$ cat config.mk
export PLATFORM = sky130hd
export DESIGN_NAME = grid_neighbour_sector_scan_top
export DESIGN_NICKNAME = d
export VERILOG_FILES = /design/src/hw/rtl/gnss_pkg.sv /design/src/hw/rtl/gnss_ctrl.sv /design/src/hw/rtl/gnss_dp.sv /design/src/hw/rtl/grid_neighbour_sector_scan_top.sv
export VERILOG_INCLUDE_DIRS = /design/src /design/src/hw/rtl
export SDC_FILE = /design/constraint.sdc
export NUM_CORES = 1
export LEC_CHECK = 0
export BUFFER_PORTS_ARGS = -buffer_cell sky130_fd_sc_hd__buf_2
export CORE_MARGIN = 4
export CORE_UTILIZATION = 50
export DETAILED_ROUTE_END_ITERATION = 12
export PLACE_DENSITY = 0.65
export SLEW_MARGIN = 25
export SYNTH_ARGS = -nofsm -noshare
export SYNTH_HDL_FRONTEND = slang
export SYNTH_SLANG_ARGS = --single-unit
export TNS_END_PERCENT = 1
$ cat constraint.sdc
create_clock -name i_clk -period 13.24 [get_ports i_clk]
set_input_delay 1.324 -clock i_clk [delete_from_list [all_inputs] [get_ports i_clk]]
set_output_delay 1.324 -clock i_clk [all_outputs]
set_load 0.02 [all_outputs]
$ cat src/hw/rtl/grid_neighbour_sector_scan_top_defines.svh
// Assertion macros shared by the grid neighbourhood scan RTL.
// Depends on the asserting module having i_clk and i_rst_n in scope.
`ifndef GRID_NEIGHBOUR_SECTOR_SCAN_TOP_DEFINES_SVH
`define GRID_NEIGHBOUR_SECTOR_SCAN_TOP_DEFINES_SVH

// Same-cycle implication, checked outside reset.
`define GNSS_ASSERT_NOW(lbl, ante, cons, msg) \
    lbl: assert property (@(posedge i_clk) disable iff (!i_rst_n) (ante) |-> (cons)) \
        else $error(msg);

// Next-cycle implication, checked outside reset.
`define GNSS_ASSERT_NEXT(lbl, ante, cons, msg) \
    lbl: assert property (@(posedge i_clk) disable iff (!i_rst_n) (ante) |=> (cons)) \
        else $error(msg);

`endif

$ cat src/hw/rtl/gnss_pkg.sv
// Package for the grid neighbourhood scan: item types, codes, controller links.
// No dependencies.
`timescale 1ns / 1ps
package gnss_pkg;

    localparam int unsigned GRID_DIM  = 256;
    localparam logic [1:0]  MAX_RANGE = 2'd3;

    // Configuration register indexes
    localparam logic [1:0] CFG_ROW_COUNT    = 2'd0;
    localparam logic [1:0] CFG_COLUMN_COUNT = 2'd1;
    localparam logic [1:0] CFG_VIEW_RADIUS  = 2'd2;
    localparam logic [1:0] CFG_LUMP_MODE    = 2'd3;

    // Request command codes
    localparam logic CMD_VIEW = 1'b0;
    localparam logic CMD_HIT  = 1'b1;

    typedef enum logic [1:0] {
        ST_OK       = 2'd0,
        ST_OUTSIDE  = 2'd1,
        ST_ZERO_RAD = 2'd2
    } t_status;

    typedef struct packed {
        logic        cmd;
        logic [15:0] sector_id;
        logic [1:0]  range;
    } t_req;

    typedef struct packed {
        logic [15:0] cell_out;
        t_status     status;
        logic        last;
    } t_res;

    typedef struct packed {
        logic [8:0] row_count;
        logic [8:0] column_count;
        logic [1:0] view_radius;
        logic       lump_mode;
    } t_cfg;

    // Controller to datapath
    typedef struct packed {
        logic    load;
        logic    div_step;
        logic    bounds;
        logic    prep;
        logic    emit_err;
        t_status err_code;
        logic    emit_centre;
        logic    scan;
    } t_cmd;

    // Datapath to controller
    typedef struct packed {
        logic outside;
        logic zero_rad;
        logic div_done;
        logic hit;
        logic last_one;
    } t_stat;

    function automatic logic [8:0] clamp_extent(input logic [8:0] v);
        logic [8:0] r;
        r = v;
        if (v == 9'd0) begin
            r = 9'd1;
        end else if (v > 9'(GRID_DIM)) begin
            r = 9'(GRID_DIM);
        end
        return r;
    endfunction

endpackage

$ cat src/hw/rtl/gnss_ctrl.sv
// Sequencer for the grid neighbourhood scan: check, divide, bound, emit.
// Depends on gnss_pkg; drives gnss_dp through t_cmd and reads t_stat.
`timescale 1ns / 1ps
module gnss_ctrl
    import gnss_pkg::*;
(
    input  logic  i_clk,
    input  logic  i_rst_n,
    input  logic  i_start,
    input  t_stat i_stat,
    output t_cmd  o_cmd,
    output logic  o_busy
);

    typedef enum logic [2:0] {
        S_IDLE,
        S_CHECK,
        S_DIV,
        S_BOUNDS,
        S_PREP,
        S_CENTRE,
        S_SCAN
    } t_state;

    t_state r_state, n_state;
    logic   r_busy, n_busy;

    always_comb begin
        n_state = r_state;
        n_busy  = r_busy;
        o_cmd   = '0;
        o_cmd.err_code = ST_OK;
        unique case (r_state)
            S_IDLE: begin
                if (i_start) begin
                    o_cmd.load = 1'b1;
                    n_state    = S_CHECK;
                    n_busy     = 1'b1;
                end
            end
            S_CHECK: begin
                priority if (i_stat.outside) begin
                    o_cmd.emit_err = 1'b1;
                    o_cmd.err_code = ST_OUTSIDE;
                    n_state        = S_IDLE;
                    n_busy         = 1'b0;
                end else if (i_stat.zero_rad) begin
                    o_cmd.emit_err = 1'b1;
                    o_cmd.err_code = ST_ZERO_RAD;
                    n_state        = S_IDLE;
                    n_busy         = 1'b0;
                end else begin
                    n_state = S_DIV;
                end
            end
            S_DIV: begin
                o_cmd.div_step = 1'b1;
                if (i_stat.div_done) begin
                    n_state = S_BOUNDS;
                end
            end
            S_BOUNDS: begin
                o_cmd.bounds = 1'b1;
                n_state      = S_PREP;
            end
            S_PREP: begin
                o_cmd.prep = 1'b1;
                n_state    = i_stat.hit ? S_CENTRE : S_SCAN;
            end
            S_CENTRE: begin
                o_cmd.emit_centre = 1'b1;
                if (i_stat.last_one) begin
                    n_state = S_IDLE;
                    n_busy  = 1'b0;
                end else begin
                    n_state = S_SCAN;
                end
            end
            S_SCAN: begin
                o_cmd.scan = 1'b1;
                // the datapath emits only when the cell is not the skipped centre
                if (i_stat.last_one) begin
                    n_state = S_IDLE;
                    n_busy  = 1'b0;
                end
            end
            default: begin
                n_state = S_IDLE;
                n_busy  = 1'b0;
            end
        endcase
    end

    always_ff @(posedge i_clk) begin
        if (!i_rst_n) begin
            r_state <= S_IDLE;
            r_busy  <= 1'b0;
        end else begin
            r_state <= n_state;
            r_busy  <= n_busy;
        end
    end

    assign o_busy = r_busy;

endmodule

$ cat src/hw/rtl/gnss_dp.sv
// Datapath for the grid neighbourhood scan: id divider, bounds, cell walker.
// Depends on gnss_pkg; sequenced by gnss_ctrl.
`timescale 1ns / 1ps
module gnss_dp
    import gnss_pkg::*;
(
    input  logic  i_clk,
    input  logic  i_rst_n,
    input  t_cfg  i_cfg,
    input  t_req  i_req,
    input  t_cmd  i_cmd,
    output t_stat o_stat,
    output t_res  o_res,
    output logic  o_res_valid
);

    logic        r_cmd;
    logic [15:0] r_id;
    logic [1:0]  r_rad;
    logic [8:0]  r_rows;
    logic [8:0]  r_cols;
    logic [7:0]  r_rem;
    logic [15:0] r_quo;
    logic [3:0]  r_div_cnt;
    logic [7:0]  r_left, r_right, r_bot, r_top;
    logic [5:0]  r_count;
    logic [7:0]  r_scan_x;
    logic [15:0] r_cell;
    logic [15:0] r_row_start;
    t_res        r_res;
    logic        r_res_valid;

    logic [1:0]  req_rad;
    logic [17:0] total;
    logic [8:0]  div_trial;
    logic        div_sub;
    logic [8:0]  x_sum, y_sum;
    logic [2:0]  width, height;
    logic [16:0] base_prod;
    logic        skip;

    always_comb begin
        req_rad = (i_req.cmd == CMD_HIT) ? i_req.range : i_cfg.view_radius;
        if (req_rad > MAX_RANGE) begin
            req_rad = MAX_RANGE;
        end
    end

    assign total     = r_rows * r_cols;
    assign div_trial = {r_rem, r_quo[15]};
    assign div_sub   = (div_trial >= r_rows);
    assign x_sum     = {1'b0, r_rem} + {7'd0, r_rad};
    assign y_sum     = {1'b0, r_quo[7:0]} + {7'd0, r_rad};
    assign width     = 3'(r_right - r_left) + 3'd1;
    assign height    = 3'(r_top - r_bot) + 3'd1;
    assign base_prod = r_bot * r_rows;
    assign skip      = (r_cmd == CMD_HIT) && (r_cell == r_id);

    always_comb begin
        o_stat.outside  = ({2'd0, r_id} >= total);
        o_stat.zero_rad = (r_rad == 2'd0);
        o_stat.div_done = (r_div_cnt == 4'd15);
        o_stat.hit      = (r_cmd == CMD_HIT);
        // in the scan, only a real emission may end the request
        o_stat.last_one = (r_count == 6'd1) && !(i_cmd.scan && skip);
    end

    always_ff @(posedge i_clk) begin
        if (i_cmd.load) begin
            r_cmd     <= i_req.cmd;
            r_id      <= i_req.sector_id;
            r_rad     <= req_rad;
            r_rows    <= i_cfg.lump_mode ? 9'd1 : clamp_extent(i_cfg.row_count);
            r_cols    <= i_cfg.lump_mode ? 9'd1 : clamp_extent(i_cfg.column_count);
            r_rem     <= 8'd0;
            r_quo     <= i_req.sector_id;
            r_div_cnt <= 4'd0;
        end
        if (i_cmd.div_step) begin
            r_rem     <= div_sub ? 8'(div_trial - r_rows) : div_trial[7:0];
            r_quo     <= {r_quo[14:0], div_sub};
            r_div_cnt <= r_div_cnt + 4'd1;
        end
        if (i_cmd.bounds) begin
            r_left  <= (r_rem >= {6'd0, r_rad}) ? r_rem - {6'd0, r_rad} : 8'd0;
            r_right <= (x_sum >= r_rows) ? 8'(r_rows - 9'd1) : x_sum[7:0];
            r_bot   <= (r_quo[7:0] >= {6'd0, r_rad}) ? r_quo[7:0] - {6'd0, r_rad} : 8'd0;
            r_top   <= (y_sum >= r_cols) ? 8'(r_cols - 9'd1) : y_sum[7:0];
        end
        if (i_cmd.prep) begin
            r_count     <= 6'(width * height);
            r_scan_x    <= r_left;
            r_row_start <= 16'(base_prod + {9'd0, r_left});
            r_cell      <= 16'(base_prod + {9'd0, r_left});
        end
        if (i_cmd.emit_centre) begin
            r_count <= r_count - 6'd1;
        end
        if (i_cmd.scan) begin
            if (!skip) begin
                r_count <= r_count - 6'd1;
            end
            // advance along the row, wrap to the next row at the right bound
            if (r_scan_x == r_right) begin
                r_scan_x    <= r_left;
                r_row_start <= 16'(r_row_start + r_rows);
                r_cell      <= 16'(r_row_start + r_rows);
            end else begin
                r_scan_x <= r_scan_x + 8'd1;
                r_cell   <= r_cell + 16'd1;
            end
        end
        // result payload
        if (i_cmd.emit_err) begin
            r_res.cell_out <= 16'd0;
            r_res.status   <= i_cmd.err_code;
            r_res.last     <= 1'b1;
        end else if (i_cmd.emit_centre) begin
            r_res.cell_out <= r_id;
            r_res.status   <= ST_OK;
            r_res.last     <= (r_count == 6'd1);
        end else if (i_cmd.scan) begin
            r_res.cell_out <= r_cell;
            r_res.status   <= ST_OK;
            r_res.last     <= (r_count == 6'd1);
        end
    end

    always_ff @(posedge i_clk) begin
        if (!i_rst_n) begin
            r_res_valid <= 1'b0;
        end else begin
            r_res_valid <= i_cmd.emit_err || i_cmd.emit_centre || (i_cmd.scan && !skip);
        end
    end

    assign o_res       = r_res;
    assign o_res_valid = r_res_valid;

endmodule

$ cat src/hw/rtl/grid_neighbour_sector_scan_top.sv
// Top level of the grid neighbourhood scan: configuration registers and wiring.
// Depends on gnss_pkg, gnss_ctrl, gnss_dp and the assertion macro header.
//
// Use:
//   Configure row_count, column_count, view_radius and lump_mode through the
//   write port (i_cfg_we, i_cfg_idx, i_cfg_data) while the block is idle.
//   Present a request item on i_req with start; it is taken at an edge where
//   start is high and busy is low. busy stays high until the final result.
//   Results come out one per strobe on o_res/o_res_valid, each valid for one
//   cycle; o_res.last marks the final item of a request. The receiver has no
//   back-pressure, so every strobe must be taken as it comes.
// Sequence:
//   Error requests (centre outside grid, zero radius) end after the check
//   state and give one item. Valid requests pass through the check state,
//   the bit-serial id divider and the bounds and base states, then the walker
//   visits one cell of the clamped square per cycle (plus the centre first on a
//   hit request, whose skipped slot in the scan gives no item); every item
//   passes through the result register.
//   A new request is taken only once busy has dropped.
// Reset:
//   Synchronous, active low: registers return to row_count 1, column_count 1,
//   view_radius 1, lump_mode 0; the sequencer returns to idle.
`timescale 1ns / 1ps
`include "grid_neighbour_sector_scan_top_defines.svh"
module grid_neighbour_sector_scan_top
    import gnss_pkg::*;
(
    input  logic       i_clk,
    input  logic       i_rst_n,
    input  logic       start,
    output logic       busy,
    input  t_req       i_req,
    output t_res       o_res,
    output logic       o_res_valid,
    input  logic       i_cfg_we,
    input  logic [1:0] i_cfg_idx,
    input  logic [8:0] i_cfg_data
);

    t_cfg  r_cfg;
    t_cmd  cmd;
    t_stat stat;

    // Hold configuration; the user must write it only while idle, the block does not enforce this.
    always_ff @(posedge i_clk) begin
        if (!i_rst_n) begin
            r_cfg.row_count    <= 9'd1;
            r_cfg.column_count <= 9'd1;
            r_cfg.view_radius  <= 2'd1;
            r_cfg.lump_mode    <= 1'b0;
        end else if (i_cfg_we) begin
            unique case (i_cfg_idx)
                CFG_ROW_COUNT:    r_cfg.row_count    <= i_cfg_data;
                CFG_COLUMN_COUNT: r_cfg.column_count <= i_cfg_data;
                CFG_VIEW_RADIUS:  r_cfg.view_radius  <= i_cfg_data[1:0];
                CFG_LUMP_MODE:    r_cfg.lump_mode    <= i_cfg_data[0];
                default: ;
            endcase
        end
    end

    gnss_ctrl u_ctrl (
        .i_clk   (i_clk),
        .i_rst_n (i_rst_n),
        .i_start (start),
        .i_stat  (stat),
        .o_cmd   (cmd),
        .o_busy  (busy)
    );

    gnss_dp u_dp (
        .i_clk       (i_clk),
        .i_rst_n     (i_rst_n),
        .i_cfg       (r_cfg),
        .i_req       (i_req),
        .i_cmd       (cmd),
        .o_stat      (stat),
        .o_res       (o_res),
        .o_res_valid (o_res_valid)
    );

    // An accepted request must hold the block busy.
    `GNSS_ASSERT_NEXT(a_accept_busy, start && !busy, busy, "request accepted but not busy")
    // The final item leaves the block idle, any other item keeps it busy.
    `GNSS_ASSERT_NOW(a_last_idle, o_res_valid && o_res.last, !busy, "busy after final item")
    `GNSS_ASSERT_NOW(a_mid_busy, o_res_valid && !o_res.last, busy, "idle before final item")
    // An error item is always the only item of its request.
    `GNSS_ASSERT_NOW(a_err_last, o_res_valid && (o_res.status != ST_OK), o_res.last,
        "error item not marked last")

endmodule

# Word-level counts from Yosys, hierarchy flattened
# Cells that the tools add are included.
# Widths: inputs -> output; s select.
# word_totals
regBits	183
latch_bits	0
mem_bits_rw	0
rom_bits	0
input_bits	34
word_cells	156
n_memories	0
# op_classes
n_addsub	17
n_mul	3
div	0
order_cmp	9
eq_ne	18
n_shift	0
muxes	51
bitwise_logic	1
n_reduce_logical	29
# ops
cell	n
$mux 16	8
$mux 8	7
$mux 19	2
$ge 9x9->1	3
$mux 3	9
$mux 6	4
$pmux 3 s7	1
$add 8x2->9	2
$ge 16x18->1	1
$gt 9x9->1 const B	2
$logic_not 9->1	2
$mul 9x9->18	1
$mux 9	2
$add 16x1->16 const B	1
$add 16x8->16	1
$add 16x9->16	1
$eq 16x16->1	1
$ge 8x2->1	2
$mul 8x9->16	1
$sub 8x2->8	2
$mux 1	11
$eq 3x3->1 const B	3
$reduce_or 3->1	3
$add 8x1->8 const B	1
34 further kinds	57

# Depth between registers and ports, before layout
# Gate-level depths: netlist (run 1).
# logic_depth
ltp_word	7
depth_mapped	28
mapped_depth_nobuf	26

# Hierarchy
# Synthesis (run 1) repeated with hierarchy kept, for this count alone.
# hier_totals
hier_cells	1727
hier_area_um2	16146.7
# by_module_without_submodules
module	instances	cells_each	area_per_inst_um2	seq_area_each_um2
gnss_dp	1	1600	14935.6	4344.2
grid_neighbour_sector_scan_top	1	82	815.8	420.4
gnss_ctrl	1	45	395.4	80.1

# Worst setup path after synthesis (run 1)
# OpenSTA, ideal clock, no wires.
# synth_path
path_type	reg-to-reg
start	register u_dp.r_rows[0]
end	register u_dp.r_res, in the netlist u_dp.o_res[1] (enable)
t_arrival_ps	5685
required_time_ps	12924
path_slack_ps	7239
stages_incl_launch_ff	26
path_buffers	1
cell_sequence	edfxtp_1 > clkbuf_1 > nand2_1 > fa_1 > fa_1 > inv_1 > fa_1 > inv_1 > fa_1 > inv_1 > ha_1 > o21a_1 > o31ai_2 > a22oi_2 > a21oi_1 > o21bai_1 > a21oi_1 > xor2_1 > ha_1 > o21ai_0 > nor2_1 > nand2_1 > o211ai_1 > o2111ai_1 > or3_4 > a21oi_1
# synth_via
elab_chain_len	5
# synth_lines
element	line_no	rtl
start: declaration	gnss_dp.sv:20	logic [8:0] r_rows;
start signal: assignment	gnss_dp.sv:73	r_rows <= i_cfg.lump_mode ? 9'd1 : clamp_extent(i_cfg.row_count);
$mul 9x9->18	gnss_dp.sv:49	assign total = r_rows * r_cols;
$ge 16x18->1	gnss_dp.sv:60	o_stat.outside = ({2'd0, r_id} >= total);
$mux 3	gnss_ctrl.sv:42	priority if (i_stat.outside) begin
$mux 3	gnss_ctrl.sv:33	unique case (r_state)
$reduce_bool 3->1 (no line)	--	
end: declaration	gnss_dp.sv:30	t_res r_res;
# No other way between the ends.
# A chain may end at the register's enable or synchronous reset.

# Final worst setup path (run 1)
# layout_path
start	register u_dp.r_rows[1]
end	register u_dp.r_res, in the netlist u_dp.o_res[5]
# layout_via
elab_chain_len	4
# layout_lines
element	line_no
$mul 9x9->18	gnss_dp.sv:49
$ge 16x18->1	gnss_dp.sv:60
$mux 3	gnss_ctrl.sv:42
$mux 3	gnss_ctrl.sv:33
# No other way between the ends.

==> results.py, run 1 <==
metrics = {
    "worst_setup_path": {
        "crit_path_end_kind": "flip-flop",
        "cpPeakStageDelay_ns": 0.78,
        "cp.arrival_ns": 7.42,
        "worst_path_most_repeated_cell": "fa_1",
        "critical_path_required_ns": 13.55,
        "cp_max_fo": 16,
        "critPathLaunchType": "flip-flop",
        "crit_slowest_cell": "o31ai_4",
        "crit_chain": "clkinv_1 -> nor2_1 -> fa_1 -> fa_1 -> fa_1 -> inv_1 -> fa_1 -> inv_1 -> ha_1 -> a21oi_1 -> a22oi_2 -> a21oi_1 -> o21bai_1 -> a21oi_1 -> xor2_1 -> ha_1 -> o21ai_0 -> nor2_1 -> nand2_1 -> o211ai_1 -> o2111ai_1 -> o31ai_4 -> o21ai_0",
        "critical-path-top-delay-family": "adder cells",
        "critPathBufInv": 3,
        "worstSetupPathType": "reg2reg",
    },
    "grt": {
        "antenna_found_initial": 0,
        "grt_pass1_vias": 12322,
        "overflow": 0,
        "grt_first_pass_wirelength_um": 66230,
        "grt.total_usage": 0.2366,
        "grt_max_degree": 39,
    },
    "synth": {
        "ys_ff_latch": 183,
        "synth_area_leaders": "edfxtp_1 22%, fa_1 13%, ha_1 12%",
        "synth-seq-area-share": 0.3010,
        "synth_top_area_frac": 0.2202,
        "synthDistinctLibCells": 84,
        "synthesis.area_sq_um": 16090,
        "syn_avg_cell_area_sq_um": 9.185,
        "ys.warnings.count": 0,
        "synthCells": 1752,
        "syn_nets": 2045,
        "synth-edff-count": 118,
        "async_flop_share": 0,
        "synth_top_cell_by_area": "edfxtp_1",
        "ys.flop_type": "edfxtp_1",
    },
    "clock_tree": {
        "clockBufferDepth": 2,
        "clk_latency_ns": 0.47,
        "cts_buffers": 17,
        "cts_setup_buffers": 0,
        "cts_sinks": 183,
        "h-tree-depth": 4,
        "cts_tree": "done",
        "root_buffer": "clkbuf_16",
        "holdBufCountCts": 0,
        "post_cts_resized": 0,
        "clkTransAtPathRegs_ns": 0.08,
    },
    "routing": {
        "drc": 0,
        "drt_iter0_markers": 813,
        "wire_per_inst_um": 18.79,
        "ant_nets": 0,
        "vias": 12305,
        "dr.pass1.iters": 5,
        "routed_via_density": 5.624,
        "drt-total-wl_um": 41110,
    },
    "finish": {
        "diodes": 0,
        "area_growth_pct": 7.355,
        "drive_gt1_frac": 0.08343,
        "fin_nets": 2066,
    },
    "sta": {
        "slew_violations": 0,
        "fin_tns_setup_ns": 0,
        "hold_viol": 0,
        "tightest_slew_ns": 0.9188,
        "relSlewSlack": 0.3875,
        "max_freq_mhz": 140.7,
        "setup_violations": 0,
        "post-route-period-util": 0.5370,
        "fin_crit_ns": 7.110,
        "rsz0062_at_grt": "false",
        "clock_skew_ns": 0.01793,
    },
    "die": {
        "fp.dieArea_sq_um": 35120,
        "rows": 65,
        "die_w_um": 187.4,
        "coreArea_sq_um": 31640,
        "pin_count": 55,
        "die_h_um": 187.4,
        "initial_utilization": 0.5087,
    },
    "run_status": {
        "outcome": "complete, no violations",
    },
    "placement": {
        "hpwl_um": 32340,
        "place.gp.congestion": 0.9236,
        "portBuffers": 54,
    },
    "run": {
        "drv_cap": 0,
    },
    "hold_path": {
        "hold_class": "reg2reg",
    },
}
[synthesized netlist by cell type, types with 7 or more instances]
library cell and count:
a21o_1 14, clkbuf_1 49, o211ai_1 10, a211oi_1 19, o21ai_2 10, nand4_1 14
and3_1 16, mux2_2 9, o21ai_0 69, nor2b_1 14, nand2b_1 8, ha_1 152
and2_1 49, edfxtp_1 118, xnor2_1 68, a21oi_1 58, fa_1 107, a22oi_1 16
dfxtp_1 65, or3_1 10, nand3_1 30, inv_1 209, nor3_1 30, mux2i_1 21
nand2_1 219, o21a_1 9, a31oi_1 10, xor2_1 55, or2_2 7, a22o_1 16
nor2_1 167
[state kept, by name (all words and copies together), names as in the netlist, 4 cells and up]
signal,cells
u_dp.r_bot,8
u_dp.r_count,6
u_dp.r_cols,9
u_dp.r_row_start,16
u_dp.r_scan_x,8
u_dp.r_rows,9
u_dp.r_cell,16
u_dp.r_div_cnt,4
u_dp.r_right,8
u_dp.r_quo,16
u_dp.r_rem,8
u_dp.o_res,19
r_cfg,21
u_dp.r_id,16
u_dp.r_left,8
[final cells by class]
| type | instances | area [sq um] |
|---|---|---|
| Tap cell | 402 | 503.0 |
| Multi-Input combinational cell | 1293 | 10180 |
| Inverter | 216 | 810.8 |
| Timing Repair Buffer | 62 | 330.3 |
| Fill cell | 2803 | 14360 |
| Sequential cell | 183 | 4845 |
| Clock buffer | 17 | 425.4 |
| Clock inverter | 15 | 178.9 |
[routing by layer]
metal  vias up  GRT usage  routed length (um)
li1       5950          -                   -
met1      5979     0.3172               18100
met2       334     0.3969               19810
met3        42    0.04162                2324
met4         0    0.06719                 878
met5         -          0                   0
[logic make-up (layout without fill, tap and decap cells)]
| family | count (synthesis) | count (layout) | share of synthesized area |
|---|---|---|---|
| AO/OA/AOI/OAI | 286 | 286 | 0.1227 |
| XOR/XNOR | 123 | 123 | 0.06694 |
| adder cells (fa/ha/maj) | 260 | 260 | 0.2519 |
| flip-flops | 183 | 183 | 0.3010 |
| multiplexers | 30 | 30 | 0.01936 |
| AND/OR/NAND/NOR | 594 | 594 | 0.1712 |
| buffers and inverters | 276 | 310 | 0.06686 |
[cells in the final DEF, fill, tap and decap left out, types with 5 or more instances in the layout]
| cell type | synthesis | final |
|---|---|---|
| or3_1 | 10 | 10 |
| nor2b_1 | 14 | 13 |
| a21oi_1 | 58 | 58 |
| nand3_1 | 30 | 30 |
| buf_2 | 3 | 54 |
| inv_1 | 209 | 209 |
| nand4_1 | 14 | 14 |
| o21ai_2 | 10 | 10 |
| mux2_2 | 9 | 9 |
| and3_1 | 16 | 16 |
| o211ai_1 | 10 | 10 |
| a31oi_1 | 10 | 10 |
| nand2b_1 | 8 | 8 |
| xor2_1 | 55 | 55 |
| o21ai_0 | 69 | 69 |
| fa_1 | 107 | 107 |
| mux2i_1 | 21 | 21 |
| clkinv_1 | 5 | 5 |
| o21a_1 | 9 | 9 |
| a21o_1 | 14 | 14 |
| ha_1 | 152 | 152 |
| clkinv_8 | 0 | 5 |
| o31a_1 | 5 | 5 |
| or2_2 | 7 | 7 |
| nor3_1 | 30 | 30 |
| buf_4 | 2 | 8 |
| dfxtp_1 | 65 | 65 |
| edfxtp_1 | 118 | 118 |
| nor2_1 | 167 | 166 |
| inv_8 | 0 | 5 |
| a22oi_1 | 16 | 16 |
| nor4_1 | 6 | 6 |
| and4_1 | 6 | 6 |
| a22o_1 | 16 | 16 |
| xnor2_1 | 68 | 68 |
| clkbuf_16 | 0 | 17 |
| a211oi_1 | 19 | 19 |
| o21bai_1 | 6 | 6 |
| nand2_1 | 219 | 219 |
| and2_1 | 49 | 48 |
[tightest hold or removal path, cell delays in order, from the launching register on]
cell	delay [ns]
dfxtp_1	0.32
nand2_1	0.05
a21oi_1	0.05
[per-stage QoR]
| stage | setup slack (ns) | hold WS, ns | instances | cell area [sq um] | utilization |
|---|---|---|---|---|---|
| floorplan | 7.239 | 0.4391 | 1752 | 16090 | - |
| global placement | 6.434 | 0.4596 | 2156 | 16670 | 0.5269 |
| detailed placement | 6.196 | 0.4644 | 2156 | 16670 | 0.5270 |
| CTS | 6.135 | 0.4755 | 2188 | 17280 | 0.5461 |
| global route | 5.499 | 0.4984 | 2188 | 17280 | 0.5461 |
| finish | 6.130 | 0.4734 | 2188 | 17280 | 0.5461 |
[path summary, 6_finish.rpt]
check,startpoint,to,slack (ns),cells past startpoint
hold reg to reg,r_cfg[6]$_SDFFE_PN0P_,r_cfg[6]$_SDFFE_PN0P_,0.47,2
hold / removal,r_cfg[6]$_SDFFE_PN0P_,r_cfg[6]$_SDFFE_PN0P_,0.47,2
setup reg to reg,u_dp.r_rows[1]$_SDFFCE_PP0P_,u_dp.o_res[5]$_SDFFE_PP0P_,6.13,23
setup / recovery,u_dp.r_rows[1]$_SDFFCE_PP0P_,u_dp.o_res[5]$_SDFFE_PP0P_,6.13,23
Power of run 1 is not shown: default switching activity piles up to over one toggle a cycle in this logic, so the estimate is an artifact.
==> run 2: changes to the inputs <==
PLACE_DENSITY = 0.68   (was 0.65)
clock period = 5.76 ns   (was 13.24 ns; I/O delays follow)
==> run 2 against run 1 <==
Effect of this change:
- the flow now finishes with violations (setup timing)
- core utilization grew 3.5 points
- sequential share of layout area decreased by 1.7 points
- clock-buffer cell count is 2 higher
- first-iteration DRC count decreased by 5.0%
==> results.py, run 2 (synthesis gave the netlist of run 1 again) <==
metrics = {
    "clock_tree": {
        "h-tree-depth": 4,
        "cts_sinks": 183,
        "clkTransAtPathRegs_ns": 0.07,
        "cts_buffers": 17,
        "root_buffer": "clkbuf_16",
        "clockBufferDepth": 2,
        "clk_latency_ns": 0.46,
        "holdBufCountCts": 0,
        "cts_tree": "done",
    },
    "die": {
        "pin_count": 55,
        "coreArea_sq_um": 31640,
        "die_w_um": 187.4,
        "rows": 65,
        "fp.dieArea_sq_um": 35120,
        "initial_utilization": 0.5087,
        "die_h_um": 187.4,
    },
    "routing": {
        "vias": 12854,
        "routed_via_density": 5.577,
        "ant_nets": 0,
        "drt-total-wl_um": 42490,
        "drt_iter0_markers": 772,
        "dr.pass1.iters": 5,
        "wire_per_inst_um": 18.43,
        "drc": 0,
    },
    "finish": {
        "final_common_cell": "nand2_1",
        "largest_reg_flops": 21,
        "area_growth_pct": 14.21,
        "diodes": 0,
        "final_cell_mix": "211 x nand2_1, 199 x inv_1, 158 x nor2_1",
        "drive_gt1_frac": 0.1682,
        "multi_input_comb_area_sq_um": 10410,
        "fill_cells": 2756,
        "top_register": "r_cfg",
        "register_area_sq_um": 4845,
        "fin_nets": 2183,
    },
    "sta": {
        "tightest_slew_ns": 0.8288,
        "relSlewSlack": 0.4461,
        "setup_slack_ns": -0.1593,
        "hold_viol": 0,
        "max_freq_mhz": 168.9,
        "clock_skew_ns": 0.01152,
        "post-route-period-util": 1.028,
        "rsz0062_at_grt": "true",
        "fin_crit_ns": 5.919,
        "slew_violations": 0,
        "hold_slack_ns": 0.3101,
        "setup_violations": 21,
    },
    "worst_setup_path": {
        "crit_path_end_kind": "flip-flop",
        "crit_end": "u_dp.o_res[2]$_SDFFCE_PP0P_",
        "crit_cells": 25,
        "worstSetupPathType": "reg2reg",
        "r2r_cells": 25,
        "critPathLaunchType": "flip-flop",
        "critPathBufInv": 4,
        "reg2reg_setup_slack_ns": -0.16,
        "critical_path_required_ns": 5.93,
        "crit_slowest_cell": "fa_1",
        "cp.arrival_ns": 6.09,
        "worst_path_most_repeated_cell": "fa_1",
        "cpPeakStageDelay_ns": 0.53,
        "cp_max_fo": 3,
        "r2r-start": "u_dp.r_rows[2]$_SDFFCE_PP0P_",
        "r2r_end": "u_dp.o_res[2]$_SDFFCE_PP0P_",
        "critical-path-top-delay-family": "adder cells",
        "crit_start": "u_dp.r_rows[2]$_SDFFCE_PP0P_",
    },
    "run_status": {
        "outcome": "finished with violations",
        "violations": "setup timing",
    },
    "grt": {
        "antenna_found_initial": 0,
        "overflow": 0,
        "grt_pass1_vias": 13137,
        "use_met1": 0.3078,
        "top_usage_layer": "met2",
        "use_met2": 0.4270,
        "grt_max_degree": 39,
        "use_met3": 0.04591,
        "grt.total_usage": 0.2448,
        "grt_first_pass_wirelength_um": 68500,
    },
    "run": {
        "drv_cap": 0,
    },
    "hold_path": {
        "hold_class": "in2reg",
        "hold_depth": 1,
    },
    "placement": {
        "hpwl_um": 32870,
        "place.gp.congestion": 0.9136,
        "portBuffers": 54,
    },
}
-- run 2: cell type report --
type	instances	share of cell area
flip-flops and latches	183	0.2636
repair buffers	179	0.06807
inverters	216	0.04466
multi-input cells	1293	0.5664
clock inverters	13	0.006399
well taps	402	0.02737
clock buffers	19	0.02355
-- run 2: how the worst min path moves through the flow --
stage | startpoint | endpoint
finish | i_req[11] | u_dp.r_id[9]$_DFFE_PP_
global route | i_req[16] | u_dp.r_id[14]$_DFFE_PP_
CTS | i_req[16] | u_dp.r_id[14]$_DFFE_PP_
detailed placement | r_cfg[5]$_SDFFE_PN0P_ | r_cfg[5]$_SDFFE_PN0P_
global placement | r_cfg[9]$_SDFFE_PN0P_ | r_cfg[9]$_SDFFE_PN0P_
floorplan | r_cfg[1]$_SDFFE_PN1P_ | r_cfg[1]$_SDFFE_PN1P_
-- run 2: repair_timing --
action,CTS,global route
resized for setup,9,62
setup buffers,12,18
endpoints found under the hold margin,0,0
gates cloned,0,0
endpoints found under the setup margin,23,24
pin swaps,13,42
-- run 2: worst register-to-register path: stages, from the launching register on --
cell and delay [ns]:
edfxtp_1 0.48, buf_6 0.18, nand2_1 0.08, fa_1 0.44
fa_1 0.50, inv_1 0.06, fa_1 0.53, inv_1 0.05
fa_1 0.49, inv_2 0.05, ha_4 0.26, o21a_1 0.16
o31ai_4 0.10, a22oi_2 0.20, a21oi_2 0.08, o21bai_1 0.18
a21oi_2 0.09, xor2_1 0.16, ha_1 0.33, o21ai_2 0.07
nor2_2 0.12, nand2_1 0.07, o211ai_1 0.20, o2111ai_2 0.16
or3_4 0.43, a21oi_4 0.16
-- run 2: per-layer routing --
| layer | part of all wire | wire (um) |
|---|---|---|
| met2 | 0.50 | 21080 |
| met3 | 0.049 | 2080 |
| met5 | 0 | 0 |
| met1 | 0.42 | 17910 |
| met4 | 0.034 | 1424 |
-- run 2: stage by stage --
step                std cells  worst slack [ns]  cell area [sq um]  setup TNS [ns]    util
floorplan                1752          0.002450              16190               0       -
global placement         2243          0.004200              17380               0  0.5495
detailed placement       2243           -0.1128              17390         -0.4761  0.5495
CTS                      2287          0.001687              18050               0  0.5707
global route             2305           -0.4193              18380          -7.582  0.5810
finish                   2305           -0.1593              18380          -1.395  0.5810
Power of run 2 is left out for the same reason.
==> run 3: changes to the inputs <==
CTS_CLUSTER_DIAMETER = 30   (was unset)
RECOVER_POWER = 25   (was unset)
SKIP_CTS_REPAIR_TIMING = 1   (was unset)
==> run 3 against run 2 <==
Effect of this change:
- the run ends with capacitance limit, slew limit, setup timing left
- first-iteration DRC count down 5.3%
- critical path type unchanged
- clock skew increased by 0.0026 ns
- clock-buffer cell count did not move
- register-to-register slack improved by 0.09 ns
==> results.py, run 3 (synthesis gave the netlist of run 1 again) <==
metrics = {
    "sta": {
        "setup_violations": 11,
        "rsz0062_at_grt": "true",
        "fin_crit_ns": 5.829,
        "setup_slack_ns": -0.06856,
        "relSlewSlack": -0.07969,
        "hold_viol": 0,
        "tightest_slew_ns": 1.620,
        "clock_skew_ns": 0.01409,
        "fin_tns_setup_ns": -0.2862,
        "slew_violations": 29,
        "max_freq_mhz": 171.6,
        "post-route-period-util": 1.012,
    },
    "placement": {
        "dpl_cell_area_sq_um": 17390,
        "hpwl_um": 32870,
        "pre_cts_slack_ns": -0.1128,
        "place_inst": 2243,
        "place.gp.congestion": 0.9136,
        "portBuffers": 54,
    },
    "die": {
        "die_w_um": 187.4,
        "initial_utilization": 0.5087,
        "coreArea_sq_um": 31640,
        "pin_count": 55,
        "die_h_um": 187.4,
        "fp.dieArea_sq_um": 35120,
        "rows": 65,
    },
    "worst_setup_path": {
        "crit_path_end_kind": "flip-flop",
        "critPathLaunchType": "flip-flop",
        "cpPeakStageDelay_ns": 0.53,
        "cp.arrival_ns": 6.18,
        "worst_path_most_repeated_cell": "buf_4",
        "critPathBufInv": 7,
        "crit_slowest_cell": "fa_1",
        "cp_max_fo": 5,
        "crit_cells": 26,
        "worstSetupPathType": "reg2reg",
        "critical_path_required_ns": 6.12,
        "r2r_cells": 26,
        "critical-path-top-delay-family": "adder cells",
    },
    "finish": {
        "drive_gt1_frac": 0.1399,
        "final_cell_mix": "215 x nand2_1, 201 x inv_1, 157 x nor2_1",
        "final_common_cell": "nand2_1",
        "design_area_sq_um": 18180,
        "fin_nets": 2167,
        "largest_reg_flops": 21,
        "diodes": 0,
        "top_register": "r_cfg",
        "layoutNonFillerInstCount": 2289,
        "area_growth_pct": 12.95,
    },
    "clock_tree": {
        "clkTransAtPathRegs_ns": 0.07,
        "clockBufferDepth": 2,
        "cts_buffers": 17,
        "h-tree-depth": 4,
        "root_buffer": "clkbuf_16",
        "cts_tree": "done",
        "clk_latency_ns": 0.47,
        "cts_sinks": 183,
    },
    "routing": {
        "drt-total-wl_um": 41820,
        "dr.pass1.iters": 5,
        "wire_per_inst_um": 18.27,
        "routed_via_density": 5.569,
        "drc": 0,
        "vias": 12748,
        "ant_nets": 0,
        "drt_iter0_markers": 731,
    },
    "grt": {
        "antenna_found_initial": 0,
        "grt_first_pass_wirelength_um": 68100,
        "overflow": 0,
        "grt_pass1_vias": 13029,
        "grt.total_usage": 0.2435,
        "grt_max_degree": 39,
    },
    "run_status": {
        "outcome": "finished with violations",
        "violations": "capacitance limit, slew limit, setup timing",
    },
    "hold_path": {
        "hold_class": "in2reg",
        "hold_depth": 1,
    },
    "run": {
        "drv_cap": 1,
    },
}
-- run 3: cell count changes in the layout (fill, tap and decap cells not counted), moves of 3 or more --
| cell | change |
|---|---|
| clkbuf_1 | +26 |
| buf_2 | -24 |
| buf_4 | -20 |
| and2_0 | +13 |
| and2_1 | -13 |
| o21ai_0 | +5 |
| nand2_1 | +4 |
| nand2_2 | -3 |
| o21ai_2 | -3 |
-- run 3: layout make-up --
class	count	area [sq um]
clock buffers	19	432.9
fillers	2802	13460
flip-flops and latches	183	4845
multi-input cells	1293	10360
well taps	402	503.0
inverters	216	818.3
clock inverters	13	117.6
repair buffers	163	1101
-- run 3: path summary, 6_finish.rpt --
check                                     from  slack (ns)                        endpoint
setup / recovery  u_dp.r_rows[5]$_SDFFCE_PP0P_       -0.07  u_ctrl.r_state[1]$_SDFFE_PN0P_
hold / removal                       i_req[16]        0.31         u_dp.r_id[14]$_DFFE_PP_
setup reg to reg  u_dp.r_rows[5]$_SDFFCE_PP0P_       -0.07  u_ctrl.r_state[1]$_SDFFE_PN0P_
hold reg to reg          r_cfg[4]$_SDFFE_PN0P_        0.48           r_cfg[4]$_SDFFE_PN0P_
-- run 3: metrics by stage --
stage	hold WS, ns	util
finish	0.3104	0.5746
global route	0.2938	0.5746
CTS	0.2943	0.5669
detailed placement	0.4680	0.5495
global placement	0.4609	0.5495
floorplan	0.4391	-
-- run 3: routing by layer --
| layer | GRT usage | share of wire | wire length [um] | vias up |
|---|---|---|---|---|
| met5 | 0 | 0 | 0 | - |
| met4 | 0.07736 | 0.031 | 1306 | 0 |
| met3 | 0.04554 | 0.050 | 2105 | 76 |
| met2 | 0.4246 | 0.50 | 20860 | 290 |
| met1 | 0.3072 | 0.42 | 17550 | 6222 |
| li1 | - | - | - | 6160 |
-- run 3: worst register-to-register path, stage by stage (launching register included) --
cell and delay [ns]:
edfxtp_1 0.51, inv_2 0.14, buf_4 0.12, buf_4 0.16, nor2_1 0.08, fa_1 0.51, inv_1 0.06, fa_1 0.53
inv_1 0.05, fa_1 0.47, ha_1 0.31, ha_1 0.32, a21o_1 0.18, a21o_2 0.20, a21oi_2 0.13, o21ai_2 0.08
xnor2_1 0.13, ha_1 0.32, o21ai_1 0.11, nor2_2 0.16, buf_4 0.12, nand2_1 0.04, o211ai_1 0.11, o2111ai_2 0.16
or3_4 0.38, buf_4 0.15, a41o_1 0.20
Power of run 3 is left out for the same reason.
